`src/sd4c_pkg.sv`:
```
`default_nettype none

package sd4c_pkg;

    localparam int unsigned NUM_LANES = 4;
    localparam int unsigned CRC_W     = 16;
    localparam int unsigned EMIT_LEN  = 8;
    localparam logic [CRC_W-1:0] CRC_POLY = 16'h1021;

    typedef enum logic [1:0] {
        OP_DATA  = 2'd0,
        OP_EMIT  = 2'd1,
        OP_CHECK = 2'd2
    } t_op;

    typedef logic [NUM_LANES-1:0][CRC_W-1:0] t_crc_arr;

    typedef struct packed {
        logic                 emit;
        t_crc_arr             crcs;
        logic [NUM_LANES-1:0] lanes_ok;
        logic                 crc_ok;
    } t_event;

    function automatic logic [CRC_W-1:0] crc_bit(input logic [CRC_W-1:0] crc,
                                                 input logic b);
        logic [CRC_W-1:0] c;
        c = crc ^ {b, {(CRC_W-1){1'b0}}};
        return {c[CRC_W-2:0], 1'b0} ^ (c[CRC_W-1] ? CRC_POLY : '0);
    endfunction

    function automatic logic [7:0] emit_byte(input t_crc_arr crcs);
        logic [7:0] ob;
        for (int d = 0; d < NUM_LANES; d++) begin
            ob[4+d] = crcs[d][CRC_W-1];
            ob[d]   = crcs[d][CRC_W-2];
        end
        return ob;
    endfunction

    function automatic t_crc_arr shift_two(input t_crc_arr crcs);
        t_crc_arr s;
        for (int d = 0; d < NUM_LANES; d++) begin
            s[d] = {crcs[d][CRC_W-3:0], 2'b00};
        end
        return s;
    endfunction

endpackage

`default_nettype wire

```
`src/sd4c_if.sv`:
```
`default_nettype none

interface sd4c_in_if;
    logic       valid;
    logic       ready;
    logic [1:0] op;
    logic [7:0] data_byte;

    modport source (output valid, output op, output data_byte, input ready);
    modport sink   (input valid, input op, input data_byte, output ready);
endinterface

interface sd4c_out_if;
    logic       valid;
    logic       ready;
    logic [7:0] out_byte;
    logic       last_of_run;
    logic       is_check_result;
    logic [3:0] lanes_ok;
    logic       crc_ok;

    modport source (output valid, output out_byte, output last_of_run,
                    output is_check_result, output lanes_ok, output crc_ok,
                    input ready);
    modport sink   (input valid, input out_byte, input last_of_run,
                    input is_check_result, input lanes_ok, input crc_ok,
                    output ready);
endinterface

`default_nettype wire

```
`src/sd4c_lane_crc.sv`:
```
`default_nettype none

module sd4c_lane_crc (
    input  wire logic            i_clk,
    input  wire logic            i_rst_n,
    input  wire logic            i_cfg_we,
    input  wire logic            i_cfg_wdata,
    input  wire logic            i_fire,
    input  wire logic [1:0]      i_op,
    input  wire logic [7:0]      i_byte,
    output logic                 o_needs_out,
    output sd4c_pkg::t_event     o_evt
);
    import sd4c_pkg::*;

    t_crc_arr             r_lane_crc, n_lane_crc;
    t_crc_arr             r_rx_crc,   n_rx_crc;
    logic [2:0]           r_chk_cnt,  n_chk_cnt;
    logic                 r_four_line;
    t_crc_arr             data_crc;
    t_crc_arr             rx_shift;
    logic [NUM_LANES-1:0] need;
    logic [NUM_LANES-1:0] mask;
    logic                 final_chk;

    always_comb begin
        for (int d = 0; d < NUM_LANES; d++) begin
            data_crc[d] = crc_bit(crc_bit(r_lane_crc[d], i_byte[4+d]), i_byte[d]);
            rx_shift[d] = {r_rx_crc[d][CRC_W-3:0], i_byte[4+d], i_byte[d]};
            mask[d]     = (r_lane_crc[d] == rx_shift[d]);
        end
        need = r_four_line ? {NUM_LANES{1'b1}} : {{(NUM_LANES-1){1'b0}}, 1'b1};
    end

    assign final_chk   = (t_op'(i_op) == OP_CHECK) && (r_chk_cnt == 3'd7);
    assign o_needs_out = (t_op'(i_op) == OP_EMIT) || final_chk;

    assign o_evt.emit     = (t_op'(i_op) == OP_EMIT);
    assign o_evt.crcs     = r_lane_crc;
    assign o_evt.lanes_ok = mask & need;
    assign o_evt.crc_ok   = ((mask & need) == need);

    always_comb begin
        n_lane_crc = r_lane_crc;
        n_rx_crc   = r_rx_crc;
        n_chk_cnt  = r_chk_cnt;
        if (i_fire) begin
            case (t_op'(i_op))
                OP_DATA: begin
                    n_lane_crc = data_crc;
                end
                OP_EMIT: begin
                    n_lane_crc = '0;
                end
                OP_CHECK: begin
                    if (final_chk) begin
                        n_lane_crc = '0;
                        n_rx_crc   = '0;
                        n_chk_cnt  = '0;
                    end else begin
                        n_rx_crc  = rx_shift;
                        n_chk_cnt = r_chk_cnt + 3'd1;
                    end
                end
                default: begin
                end
            endcase
        end
    end

    always_ff @(posedge i_clk) begin
        if (!i_rst_n) begin
            r_lane_crc  <= '0;
            r_rx_crc    <= '0;
            r_chk_cnt   <= '0;
            r_four_line <= 1'b0;
        end else begin
            r_lane_crc <= n_lane_crc;
            r_rx_crc   <= n_rx_crc;
            r_chk_cnt  <= n_chk_cnt;
            if (i_cfg_we) begin
                r_four_line <= i_cfg_wdata;
            end
        end
    end

    a_final_clears: assert property (@(posedge i_clk) disable iff (!i_rst_n)
        (i_fire && final_chk) |=> (r_chk_cnt == 3'd0 && r_rx_crc == '0 && r_lane_crc == '0))
        else $error("check result did not clear state");

    a_emit_clears: assert property (@(posedge i_clk) disable iff (!i_rst_n)
        (i_fire && t_op'(i_op) == OP_EMIT) |=> (r_lane_crc == '0))
        else $error("emit did not clear lane crcs");

    a_one_line_mask: assert property (@(posedge i_clk) disable iff (!i_rst_n)
        !r_four_line |-> (o_evt.lanes_ok[NUM_LANES-1:1] == '0))
        else $error("uncompared lane flagged in one-line mode");

endmodule

`default_nettype wire

```
`src/sd4c_out_seq.sv`:
```
`default_nettype none

module sd4c_out_seq (
    input  wire logic            i_clk,
    input  wire logic            i_rst_n,
    input  wire logic            i_evt_valid,
    input  wire sd4c_pkg::t_event i_evt,
    output logic                 o_free,
    sd4c_out_if.source           o_out
);
    import sd4c_pkg::*;

    logic                 r_valid;
    logic [7:0]           r_byte;
    logic                 r_last;
    logic                 r_is_chk;
    logic [NUM_LANES-1:0] r_lanes_ok;
    logic                 r_crc_ok;
    t_crc_arr             r_buf;
    logic [2:0]           r_cnt;
    logic                 load;

    assign load   = !r_valid || o_out.ready;
    assign o_free = (r_cnt == 3'd0) && load;

    always_ff @(posedge i_clk) begin
        if (!i_rst_n) begin
            r_valid <= 1'b0;
            r_cnt   <= '0;
        end else if (i_evt_valid) begin
            r_valid <= 1'b1;
            r_cnt   <= i_evt.emit ? 3'(EMIT_LEN - 1) : 3'd0;
        end else if (load && r_cnt != 3'd0) begin
            r_valid <= 1'b1;
            r_cnt   <= r_cnt - 3'd1;
        end else if (o_out.ready) begin
            r_valid <= 1'b0;
        end
    end

    always_ff @(posedge i_clk) begin
        if (i_evt_valid) begin
            if (i_evt.emit) begin
                r_byte     <= emit_byte(i_evt.crcs);
                r_buf      <= shift_two(i_evt.crcs);
                r_last     <= 1'b0;
                r_is_chk   <= 1'b0;
                r_lanes_ok <= '0;
                r_crc_ok   <= 1'b0;
            end else begin
                r_byte     <= '0;
                r_last     <= 1'b1;
                r_is_chk   <= 1'b1;
                r_lanes_ok <= i_evt.lanes_ok;
                r_crc_ok   <= i_evt.crc_ok;
            end
        end else if (load && r_cnt != 3'd0) begin
            r_byte     <= emit_byte(r_buf);
            r_buf      <= shift_two(r_buf);
            r_last     <= (r_cnt == 3'd1);
            r_is_chk   <= 1'b0;
            r_lanes_ok <= '0;
            r_crc_ok   <= 1'b0;
        end
    end

    assign o_out.valid           = r_valid;
    assign o_out.out_byte        = r_byte;
    assign o_out.last_of_run     = r_last;
    assign o_out.is_check_result = r_is_chk;
    assign o_out.lanes_ok        = r_lanes_ok;
    assign o_out.crc_ok          = r_crc_ok;

    a_cnt_has_word: assert property (@(posedge i_clk) disable iff (!i_rst_n)
        (r_cnt != 3'd0) |-> r_valid)
        else $error("emission pending without a word held");

    a_evt_when_free: assert property (@(posedge i_clk) disable iff (!i_rst_n)
        i_evt_valid |-> o_free)
        else $error("event offered while sequencer busy");

    a_chk_word: assert property (@(posedge i_clk) disable iff (!i_rst_n)
        (r_valid && r_is_chk) |-> (r_last && r_byte == 8'd0 && r_cnt == 3'd0))
        else $error("malformed check result word");

    a_emit_start: assert property (@(posedge i_clk) disable iff (!i_rst_n)
        (i_evt_valid && i_evt.emit) |=> (r_cnt == 3'(EMIT_LEN - 1) && !r_last))
        else $error("emission did not start");

endmodule

`default_nettype wire

```
`src/sd_dat4_crc16_engine_core.sv`:
```
// Channel   Dir  Payload                                              Handshake
// i_in      in   op[1:0], data_byte[7:0]                              valid/ready
// o_out     out  out_byte, last_of_run, is_check_result, lanes_ok,   valid/ready
//                crc_ok
// cfg       in   i_cfg_wdata (four_line_mode)                         i_cfg_we
//
// One word per cycle while no emit or final CRC word waits: a word enters the input
// register and, when it fires, updates the lane CRCs or loads the result register.
// An emit fills it with 8 words, one interleaved byte per cycle while o_out is ready;
// a later emit or final CRC word waits in the input register until the eighth leaves.
// Reset (i_rst_n low, synchronous) clears CRCs, received CRCs, count and mode.
// A stalled o_out holds only words that need a result slot; data words pass on.
`default_nettype none

module sd_dat4_crc16_engine_core (
    input  wire logic  i_clk,
    input  wire logic  i_rst_n,
    input  wire logic  i_cfg_we,
    input  wire logic  i_cfg_wdata,
    sd4c_in_if.sink    i_in,
    sd4c_out_if.source o_out
);
    import sd4c_pkg::*;

    logic       r_in_valid;
    logic [1:0] r_in_op;
    logic [7:0] r_in_byte;
    logic       needs_out;
    logic       seq_free;
    logic       fire;
    t_event     evt;

    assign fire       = r_in_valid && (!needs_out || seq_free);
    assign i_in.ready = !r_in_valid || fire;

    always_ff @(posedge i_clk) begin
        if (!i_rst_n) begin
            r_in_valid <= 1'b0;
        end else if (i_in.ready) begin
            r_in_valid <= i_in.valid;
        end
    end

    always_ff @(posedge i_clk) begin
        if (i_in.ready && i_in.valid) begin
            r_in_op   <= i_in.op;
            r_in_byte <= i_in.data_byte;
        end
    end

    sd4c_lane_crc u_lane_crc (
        .i_clk       (i_clk),
        .i_rst_n     (i_rst_n),
        .i_cfg_we    (i_cfg_we),
        .i_cfg_wdata (i_cfg_wdata),
        .i_fire      (fire),
        .i_op        (r_in_op),
        .i_byte      (r_in_byte),
        .o_needs_out (needs_out),
        .o_evt       (evt)
    );

    sd4c_out_seq u_out_seq (
        .i_clk       (i_clk),
        .i_rst_n     (i_rst_n),
        .i_evt_valid (fire && needs_out),
        .i_evt       (evt),
        .o_free      (seq_free),
        .o_out       (o_out)
    );

endmodule

`default_nettype wire

```
`src/flat_wrapper.sv`:
```
// flat-port wrapper written by rule: the top's interface ports become plain ports
module sd_dat4_crc16_engine_core_flat import sd4c_pkg::*;
  (i_clk, i_rst_n, i_cfg_we, i_cfg_wdata, i_in_valid, i_in_op, i_in_data_byte, i_in_ready, o_out_valid, o_out_out_byte, o_out_last_of_run, o_out_is_check_result, o_out_lanes_ok, o_out_crc_ok, o_out_ready);
  sd4c_in_if i_in_i ();
  sd4c_out_if o_out_i ();
  input  wire logic i_clk;
  input  wire logic i_rst_n;
  input  wire logic i_cfg_we;
  input  wire logic i_cfg_wdata;
  input wire logic [$bits(i_in_i.valid)-1:0] i_in_valid;
  input wire logic [$bits(i_in_i.op)-1:0] i_in_op;
  input wire logic [$bits(i_in_i.data_byte)-1:0] i_in_data_byte;
  output wire logic [$bits(i_in_i.ready)-1:0] i_in_ready;
  output wire logic [$bits(o_out_i.valid)-1:0] o_out_valid;
  output wire logic [$bits(o_out_i.out_byte)-1:0] o_out_out_byte;
  output wire logic [$bits(o_out_i.last_of_run)-1:0] o_out_last_of_run;
  output wire logic [$bits(o_out_i.is_check_result)-1:0] o_out_is_check_result;
  output wire logic [$bits(o_out_i.lanes_ok)-1:0] o_out_lanes_ok;
  output wire logic [$bits(o_out_i.crc_ok)-1:0] o_out_crc_ok;
  input wire logic [$bits(o_out_i.ready)-1:0] o_out_ready;
  assign i_in_i.valid = i_in_valid;
  assign i_in_i.op = i_in_op;
  assign i_in_i.data_byte = i_in_data_byte;
  assign i_in_ready = i_in_i.ready;
  assign o_out_valid = o_out_i.valid;
  assign o_out_out_byte = o_out_i.out_byte;
  assign o_out_last_of_run = o_out_i.last_of_run;
  assign o_out_is_check_result = o_out_i.is_check_result;
  assign o_out_lanes_ok = o_out_i.lanes_ok;
  assign o_out_crc_ok = o_out_i.crc_ok;
  assign o_out_i.ready = o_out_ready;
  sd_dat4_crc16_engine_core u_core (.i_clk(i_clk), .i_rst_n(i_rst_n), .i_cfg_we(i_cfg_we), .i_cfg_wdata(i_cfg_wdata), .i_in(i_in_i), .o_out(o_out_i));
endmodule
```
`config.mk`:
```
export PLATFORM = sky130hd
export DESIGN_NAME = sd_dat4_crc16_engine_core_flat
export DESIGN_NICKNAME = d
export VERILOG_FILES = /design/src/sd4c_pkg.sv /design/src/sd4c_if.sv /design/src/sd4c_lane_crc.sv /design/src/sd4c_out_seq.sv /design/src/sd_dat4_crc16_engine_core.sv /design/src/flat_wrapper.sv
export SDC_FILE = /design/constraint.sdc
export NUM_CORES = 1
export LEC_CHECK = 0
export BUFFER_PORTS_ARGS = -buffer_cell sky130_fd_sc_hd__buf_2
export CORE_MARGIN = 5
export CORE_UTILIZATION = 45
export DETAILED_ROUTE_END_ITERATION = 8
export HOLD_SLACK_MARGIN = 0.02
export MAX_ROUTING_LAYER = met4
export SLEW_MARGIN = 20
export SYNTH_ARGS = -nofsm -noshare
export SYNTH_HDL_FRONTEND = slang
export SYNTH_HIERARCHICAL = 1
export SYNTH_SLANG_ARGS = --single-unit
```
`constraint.sdc`:
```
create_clock -name i_clk -period 11.49 [get_ports i_clk]
set_input_delay 3.447 -clock i_clk [delete_from_list [all_inputs] [get_ports i_clk]]
set_output_delay 3.447 -clock i_clk [all_outputs]
set_load 0.1 [all_outputs]
```
==> results.toml <==
[status]
outcome = "finished clean"

[floorplanning]
row_count = 53
core_area_sq_mm = 0.0210
initial_utilization_pct = 45.6
dieWidth_um = 156
die_y_um = 156
top_level_ports = 33
floorplan.die_area_sq_mm = 0.0242

[yosys]
dominantRegCellSynth = "sky130_fd_sc_hd__dfxtp_1"
synthesis.area_sq_mm = 0.00955
synth-edff-count = 81
synth_fa_ha_area_share_pct = 1.05
syn-instance-count = 861
synth.lib_cells_used.distinct = 42
synth_xor_area_share_pct = 8.07
yosys_register_bits = 210
yosys.area_share.simple_pct = 18.4
fraction_of_synthesis_flops_using_an_asynchronous_set_or_reset_pin_pct = 0
yosysSeqAreaShare_pct = 52.5
yosys-mux-area-fraction_pct = 5.77
synth_top_family_by_area = "simple AND/OR/NAND/NOR gates"
synthesis.nets = 885
synth_area_per_cell_sq_um = 11.1
synth_compound_gate_area_share_pct = 10.4
yosysWarningCount = 6

[setup_path]
r2r_setup_slack_ns = 7.99
crit_path_end_kind = "output port"
crit-reg2reg-launch = "u_core/r_in_op[0]$_DFFE_PP_"
crit_type = "input port to output port"
cp.arrival_ns = 4.51
rr_worst_depth = 8
critical_path_required_ns = 8.04
critical_path.max_fanout = 8
regToRegEndpoint = "u_core/u_out_seq/r_buf[7]$_DFFE_PP_"
setup.worst_path.start_class = "input port"

[sta]
layout_worst_path_cycle_share_pct = 69.3
finClkSkew_ns = 0.00913
worstMarginPinSlew_ns = 0.907
relSlewSlack_pct = 39.2
finalSetupViolCount = 0
fin_hold_ws_ns = 0.506
timing.final.max_slew_violations = 0
rsz0062_at_grt = "false"
hold_violations = 0
fmax_ghz = 0.126
finalCriticalPeriod_ns = 7.96
layout_setup_ws_ns = 3.53
fin_setup_tns_ns = 0

[global_routing]
groute.usage.overall_pct = 17.3
grt_pass1_vias = 6124
grt_max_degree = 91
grt_first_pass_wirelength_mm = 33.2
final_global_route_overflow_total = 0
grt_antenna_before_repair = 0

[layout]
post_route_cells_drive_above_1_share_pct = 16.3
num_antenna_cells = 0
finish.cell_count_without_fillers = 1160
layout.nets = 891
layout_area_growth_over_synthesis_pct = 11.2
layout.cells.most_common_list = "129 x sky130_fd_sc_hd__dfxtp_1, 88 x sky130_fd_sc_hd__xnor2_1, 85 x sky130_fd_sc_hd__nor2b_1, 81 x sky130_fd_sc_hd__edfxtp_1, 60 x sky130_fd_sc_hd__a21oi_1"
fillCellCount = 1939
layout.cells.most_common = "sky130_fd_sc_hd__dfxtp_1"

[placement]
routabilityCongestion = 0.747
detailedPlacementHpwl_mm = 11.6
dpl.cell_count = 1115
dp_worst_setup_slack_ns = 3.54
placement.io_buffers = 32

[power]
vdd.ir_drop.worst_mv = 0.155
static-leakage-power_uw = 0.00344
power_density_of_the_placed_cells_mw_per_mm2 = 224

[cts]
clock_insertion_delay_worst_skew_ns = 0.51
cts.reportedPaths.clkPinSlew_ns = 0.06
cts.repair_timing.setup_buffer_count = 0
cts_resized = 0
cts.sink_count = 210
h_tree_depth_reported_by_cts = 1
clock_tree_from_tritoncts = "done"
numCtsBuffers = 24
max-clock-path-buffers = 3
cts_root_buffer = "sky130_fd_sc_hd__clkbuf_16"
hold_buffers = 0

[min_path]
hold_path_startpoint = "u_core/u_lane_crc/o_evt[28]$_SDFFE_PN0P_"
hold-path-cell-count = 2
min_to = "u_core/u_lane_crc/o_evt[28]$_SDFFE_PN0P_"
holdCritPathClass = "register to register"

[routing]
detail-route-antenna-nets = 0
drc = 0
detail_route.first_pass.iterations = 5
post_drt_via_cell_ratio = 5.25
drt_wl_total_mm = 20.3
avg_wl_per_cell_um = 17.5
vias = 6086
detailedRoute.firstIterationViolations = 277

[job]
drv.max_cap_violation_count = 0
-- kinds of logic after synthesis --
logic type | count (synthesis)
DFF | 210
xor gates and xnor gates | 88
AOI/OAI and AO/OA | 143
and+or+nand+nor | 291
muxes | 49
buffers and inverters | 72
adders and majority gates | 8
-- critical path, cell delays in order --
cell and delay, ns:
sky130_fd_sc_hd__buf_2 0.08, sky130_fd_sc_hd__nand2b_4 0.15, sky130_fd_sc_hd__nand2_1 0.06, sky130_fd_sc_hd__nor2_1 0.16
sky130_fd_sc_hd__nand3b_4 0.18, sky130_fd_sc_hd__buf_2 0.43
-- flip-flops by register name (all words and copies together), names as in the netlist, 3 cells and up --
name	cells
u_core/u_lane_crc/o_evt	64
u_core/u_out_seq/r_cnt	3
u_core/u_out_seq/r_buf	56
u_core/u_lane_crc/r_chk_cnt	3
u_core/u_out_seq/o_out.lanes_ok	4
u_core/r_in_byte	8
u_core/u_lane_crc/r_rx_crc	56
u_core/u_out_seq/o_out.out_byte	8
-- worst max-delay path by stage --
| stage | to | from | slack (ns) | depth (start not counted) |
|---|---|---|---|---|
| 2_1_floorplan | i_in_ready | o_out_ready | 3.84 | 5 |
| 4_1_cts | i_in_ready | o_out_ready | 3.54 | 6 |
| 5_1_grt | i_in_ready | o_out_ready | 3.45 | 6 |
| 6_report | i_in_ready | o_out_ready | 3.53 | 6 |
| 3_5_place_dp | i_in_ready | o_out_ready | 3.54 | 6 |
| 3_3_place_gp | i_in_ready | o_out_ready | 3.57 | 6 |
-- routing by layer --
metal	GRT usage (%)	share of wire, %	up-vias
li1	-	-	3051
met1	24.1	48	2902
met2	26.8	45	114
met3	2.69	5.6	19
met4	3.83	1.1	0
met5	-	0	-
-- Yosys cell counts (2+ instances only) --
cell / instances / area (sq um)
sky130_fd_sc_hd__a21boi_0: 42 / 315
sky130_fd_sc_hd__a21o_1: 2 / 15.0
sky130_fd_sc_hd__a21oi_1: 60 / 300
sky130_fd_sc_hd__a22o_1: 7 / 61.3
sky130_fd_sc_hd__a22oi_1: 14 / 105
sky130_fd_sc_hd__a22oi_2: 10 / 125
sky130_fd_sc_hd__a31oi_1: 2 / 12.5
sky130_fd_sc_hd__and2_1: 18 / 113
sky130_fd_sc_hd__buf_1: 2 / 7.51
sky130_fd_sc_hd__buf_2: 15 / 75.1
sky130_fd_sc_hd__buf_6: 10 / 113
sky130_fd_sc_hd__clkbuf_1: 34 / 128
sky130_fd_sc_hd__dfxtp_1: 129 / 2580
sky130_fd_sc_hd__edfxtp_1: 81 / 2430
sky130_fd_sc_hd__ha_1: 8 / 100
sky130_fd_sc_hd__inv_1: 10 / 37.5
sky130_fd_sc_hd__mux2_2: 48 / 541
sky130_fd_sc_hd__nand2_1: 43 / 161
sky130_fd_sc_hd__nand2b_4: 3 / 41.3
sky130_fd_sc_hd__nand3_1: 43 / 215
sky130_fd_sc_hd__nand4_1: 17 / 106
sky130_fd_sc_hd__nor2_1: 12 / 45.0
sky130_fd_sc_hd__nor2b_1: 85 / 532
sky130_fd_sc_hd__nor3b_1: 58 / 435
sky130_fd_sc_hd__nor4_1: 4 / 25.0
sky130_fd_sc_hd__xnor2_1: 88 / 771
-- where the power goes --
group | switching, uW | total (uW) | leakage (uW) | internal, uW
registers | 48.8 | 1050 | 0.00184 | 1000
clock network | 291 | 760 | 0.000387 | 469
logic | 417 | 571 | 0.00122 | 154
-- stage by stage --
step,instance area [sq um],total power (uW),util [%]
final,10600,2380,50.7
after global routing,10600,2490,50.7
after CTS,10600,2410,50.6
after detailed placement,9810,1640,46.8
after global placement,9810,1630,46.8
after floorplan,9550,1520,-
-- cell type report --
class                           instances  area (sq um)  area share (%)
Timing Repair Buffer                   41           238            2.24
Sequential cell                       210          5010            47.2
Inverter                               11          41.3           0.389
Tap cell                              275           344            3.24
Clock buffer                           38           714            6.73
Clock inverter                          6          77.6           0.731
Multi-Input combinational cell        579          4190            39.4
Note: power is estimated with default switching activity, not from simulation.
